File: config.mk
export PLATFORM = sky130hd
export DESIGN_NAME = ptc_cal_regs_flat
export DESIGN_NICKNAME = d
export VERILOG_FILES = /design/src/hdl/ptc_pkg.sv /design/src/hdl/ptc_intf.sv /design/src/hdl/ptc_cal_regs.sv /design/src/flat_wrapper.sv
export SDC_FILE = /design/constraint.sdc
export NUM_CORES = 1
export LEC_CHECK = 0
export BUFFER_PORTS_ARGS = -buffer_cell sky130_fd_sc_hd__buf_2
export CAP_MARGIN = 20
export CORE_MARGIN = 1
export CORE_UTILIZATION = 50
export DETAILED_ROUTE_END_ITERATION = 8
export GPL_ROUTABILITY_DRIVEN = 0
export MAX_ROUTING_LAYER = met4
export PLACE_DENSITY = 0.83
export SETUP_SLACK_MARGIN = 0.5
export SYNTH_ARGS = -nofsm -noshare
export SYNTH_HDL_FRONTEND = slang
export SYNTH_SLANG_ARGS = --single-unit
File: constraint.sdc
create_clock -name clk_i -period 1.3 [get_ports clk_i]
set_clock_uncertainty 0.05 [all_clocks]
set_input_delay 0.065 -clock clk_i [delete_from_list [all_inputs] [get_ports clk_i]]
set_output_delay 0.065 -clock clk_i [all_outputs]
set_load 0.05 [all_outputs]
File: src/hdl/ptc_pkg.sv
// Shared types and constants for the pressure/temperature compensation block.
// No dependencies.
package ptc_pkg;

  localparam int CalW     = 16;
  localparam int RawW     = 24;
  localparam int OutW     = 32;
  localparam int CfgIdxW  = 3;
  localparam int TempW    = 20;
  localparam int NumStages = 9;

  // Temperature thresholds in 0.01 degC
  localparam int TempRef     = 2000;   // 20.00 degC, low-temperature boundary
  localparam int VeryLowTemp = -1600;  // highest temperature that counts as very low
  localparam int VeryLowOfs  = 1500;

  typedef enum logic [CfgIdxW-1:0] {
    CfgC1 = 3'd0,
    CfgC2 = 3'd1,
    CfgC3 = 3'd2,
    CfgC4 = 3'd3,
    CfgC5 = 3'd4,
    CfgC6 = 3'd5
  } cfg_idx_e;

  typedef struct packed {
    logic [CalW-1:0] c1;
    logic [CalW-1:0] c2;
    logic [CalW-1:0] c3;
    logic [CalW-1:0] c4;
    logic [CalW-1:0] c5;
    logic [CalW-1:0] c6;
  } cal_t;

endpackage

File: src/hdl/ptc_intf.sv
// Valid/ready channel interfaces: calibration writes, raw conversion items,
// compensated result items. Depends on ptc_pkg.
interface ptc_cfg_if;
  import ptc_pkg::*;
  logic               valid;
  logic               ready;
  logic [CfgIdxW-1:0] index;
  logic [CalW-1:0]    data;
  modport source (output valid, index, data, input ready);
  modport sink   (input valid, index, data, output ready);
endinterface


File: src/hdl/ptc_cal_regs.sv
// Six 16-bit calibration word registers written over the config channel.
// Depends on ptc_pkg and ptc_cfg_if.
module ptc_cal_regs (
  input  logic          clk_i,
  input  logic          rst_ni,
  ptc_cfg_if.sink       cfg_i,
  output ptc_pkg::cal_t cal_o
);
  import ptc_pkg::*;

  cal_t cal_q, cal_d;

  assign cfg_i.ready = 1'b1;

  always_comb begin
    cal_d = cal_q;
    if (cfg_i.valid) begin
      case (cfg_idx_e'(cfg_i.index))
        CfgC1: cal_d.c1 = cfg_i.data;
        CfgC2: cal_d.c2 = cfg_i.data;
        CfgC3: cal_d.c3 = cfg_i.data;
        CfgC4: cal_d.c4 = cfg_i.data;
        CfgC5: cal_d.c5 = cfg_i.data;
        CfgC6: cal_d.c6 = cfg_i.data;
        default: ;  // unused index, write dropped
      endcase
    end
  end

  always_ff @(posedge clk_i or negedge rst_ni) begin
    if (!rst_ni) begin
      cal_q <= '0;
    end else begin
      cal_q <= cal_d;
    end
  end

  assign cal_o = cal_q;

endmodule

File: src/flat_wrapper.sv
// flat-port wrapper written by rule: the top's interface ports become plain ports
module ptc_cal_regs_flat import ptc_pkg::*;
  (clk_i, rst_ni, cal_o, cfg_i_valid, cfg_i_index, cfg_i_data, cfg_i_ready);
  ptc_cfg_if cfg_i_i ();
  input  logic clk_i;
  input  logic rst_ni;
  output ptc_pkg::cal_t cal_o;
  input wire logic [$bits(cfg_i_i.valid)-1:0] cfg_i_valid;
  input wire logic [$bits(cfg_i_i.index)-1:0] cfg_i_index;
  input wire logic [$bits(cfg_i_i.data)-1:0] cfg_i_data;
  output wire logic [$bits(cfg_i_i.ready)-1:0] cfg_i_ready;
  assign cfg_i_i.valid = cfg_i_valid;
  assign cfg_i_i.index = cfg_i_index;
  assign cfg_i_i.data = cfg_i_data;
  assign cfg_i_ready = cfg_i_i.ready;
  ptc_cal_regs u_core (.clk_i(clk_i), .rst_ni(rst_ni), .cfg_i(cfg_i_i), .cal_o(cal_o));
endmodule
==> summary.txt <==
Outcome
  – Status: finished with violations
  – Failing checks: negative hold slack

Placement
  – Cell Area, Placed: 4740 um^2
  – DP HPWL: 5.80 mm
  – Port bufs: 117

STA
  – RSZ-0062 raised after global routing: true
  – Final Cycle Share: 0.864
  – Max-slew violations: 0
  – Setup TNS: 0 ns
  – Hold_ws: -0.0300 ns
  – Final setup vio count: 0
  – Final hold viol count: 49
  – Fmax: 890 MHz
  – Post-layout min period: 1.12 ns

Route
  – Routed vias/inst: 5.70
  – Detailed Routing Iterations Pass 1: 4
  – Wire per inst: 29.2 um
  – Via count: 2891
  – ANT nets after route: 0
  – WL final: 14.8 mm
  – Residual DRC count: 0
  – Number of DRC markers in iteration 0: 146

Pwr
  – VDD IR-drop max: 0.00159 V
  – Pwr per Cell Area: 1980 nW/um^2
  – P_leak: 3.16 nW

CTS
  – Maximum buffer depth of the clock tree: 2
  – Clk root buf: clkbuf_8
  – H-tree Lvls: 3
  – CTS buffer count: 9
  – CTS tree: built
  – Clk sink count: 96
  – Clock latency on the worst-skew pair: 0.38 ns
  – CTS clk-pin slew, worst paths: 0.10 ns
  – Cts hold-fix bufs: 1

Global route
  – Maximum number of pins on one net before global-route repair: 54
  – Initial antenna violation count: 0
  – First-pass GRT wire length: 17.2 mm
  – GRT Overall Usage: 0.328
  – Vias in the first global route: 2968
  – Gr ovfl total: 0

Hold path
  – Hold WC Path Type: primary input to register

Worst setup path
  – WP data required: 1.19 ns
  – Worst Path Buf+Inv: 1
  – CP max FO: 2
  – R2R Setup Slk: 0.28 ns
  – WP data arrival: 1.01 ns
  – Element type at the critical path start: register
  – CP Capture Type: output port
  – Crit path largest cell delay: 0.46 ns
  – Cells along the critical path: buf_6
  – Critical path class: register to output port
  – Critical path's slowest cell: dfrtp_2
  – Largest delay share family, worst path: flip-flops

Layout
  – Most frequent cells in the layout: buf_6, mux2_4, dfrtp_1, dfrtp_2
  – Fin nets: 428
  – Share of cells above drive strength 1: 0.869
  – Area Overhead vs Synth: 75.8%
  – Commonest non-fill, non-tap cell in the layout: buf_6
  – Fin area: 6490 um^2
  – Storage cell area: 2460 um^2
  – Antenna diodes: 0
  – Number of flip-flops in the largest register: 96
  – Filler cells: 184
  – Area of the multi-input gates: 1520 um^2

Synth
  – Yosys warns: 0
  – Syn Area/Cell: 17.6 um^2
  – Compound-Gate Fraction of Synth Area: 0
  – Cells after Synth: 210
  – Synth unique cells: 12
  – Syn Nets: 232
  – Synthesized area: 3690 um^2
  – Register area share after synthesis: 0.650
  – Post-synthesis mux area share: 0.294
  – XOR/XNOR Fraction of Synth Area: 0
  – Largest family of logic cells by synthesized area: multiplexers
  – Synth Area in Simple Gates: 0.0247
  – FF+latch count, synth: 96
  – Post-Synth Adder-Cell Area: 0

Floorplanning
  – Core ar.: 6980 um^2
  – Starting density of the core: 0.529
  – Core Rows: 30
  – Die area: 7740 um^2
  – Die width: 88.0 um
  – IO Count: 119
  – Die span in y: 88.0 um

Flow run
  – Max-cap violations: 0
==> area by class of cell <==
type | instances | share of cell area
clock buffers | 11 | 0.0233
well taps | 96 | 0.0185
clock inverters | 5 | 0.00848
flip-flops and latches | 96 | 0.379
repair buffers | 196 | 0.337
multi-input cells | 103 | 0.234
==> where the power goes <==
| group | total (W) | internal, W | switching (W) |
|---|---|---|---|
| combinational | 0.00631 | 0.00284 | 0.00347 |
| clock | 0.00215 | 0.000990 | 0.00116 |
| sequential | 0.00442 | 0.00370 | 0.000719 |
| total | 0.0129 | 0.00754 | 0.00535 |
==> cells by family after synthesis <==
| family | after synthesis |
|---|---|
| buffers and inverters | 11 |
| other | 1 |
| AND/OR/NAND/NOR | 6 |
| flip-flops | 96 |
| multiplexers | 96 |
==> synth_stat cells (all sizes together) <==
master,instances,share of area
dfrtp,96,0.65
mux2,96,0.29
buf,11,0.030
and4bb,3,0.010
nand4b,2,0.0081
conb,1,0.0010
nor4b,1,0.0064
==> per-layer routing <==
metal	global-route usage	wire length [um]	vias to the layer above
met4	0.189	709	0
met5	-	0	-
li1	-	-	1136
met3	0.0594	877	60
met1	0.370	5300	1526
met2	0.546	7920	169
==> path summary, 6_finish.rpt <==
path / startpoint / end / cells past startpoint
min in group asynchronous: rst_ni / u_core.cal_o[33]$_DFFE_PN0P_ / 3
max in group asynchronous: rst_ni / u_core.cal_o[45]$_DFFE_PN0P_ / 3
worst min-delay path: cfg_i_data[12] / u_core.cal_o[92]$_DFFE_PN0P_ / 2
worst max register to register: u_core.cal_o[89]$_DFFE_PN0P_ / u_core.cal_o[89]$_DFFE_PN0P_ / 2
worst min register to register: u_core.cal_o[7]$_DFFE_PN0P_ / u_core.cal_o[7]$_DFFE_PN0P_ / 1
worst max-delay path: u_core.cal_o[5]$_DFFE_PN0P_ / cal_o[5] / 1
==> repair_timing <==
item                       CTS  global route
hold endpoints to repair   190            73
cloned                       2             1
pin swaps                    2             3
setup endpoints to repair  192           192
resized for setup          248            50
buffers inserted            41            22
==> through the flow <==
stage | instances | hold slack, ns | util | total power [W] | setup WS [ns]
2_1_floorplan | 210 | -0.281 | - | 0.00732 | 0.000334
3_3_place_gp | 424 | 0.0150 | 0.679 | 0.00828 | 0.0544
3_5_place_dp | 424 | 0.0165 | 0.679 | 0.00838 | 0.0344
4_1_cts | 484 | -0.0517 | 0.876 | 0.0119 | 0.223
5_1_grt | 507 | -0.0259 | 0.930 | 0.0131 | 0.171
6_report | 507 | -0.0300 | 0.930 | 0.0129 | 0.177
==> worst reg2reg max path, delay by kind of cell (launching register included) <==
family	cells	cell delay, ns
mux	1	0.28
buf+inv	1	0.14
flops	1	0.44
Power figures use the tool's default switching activity.
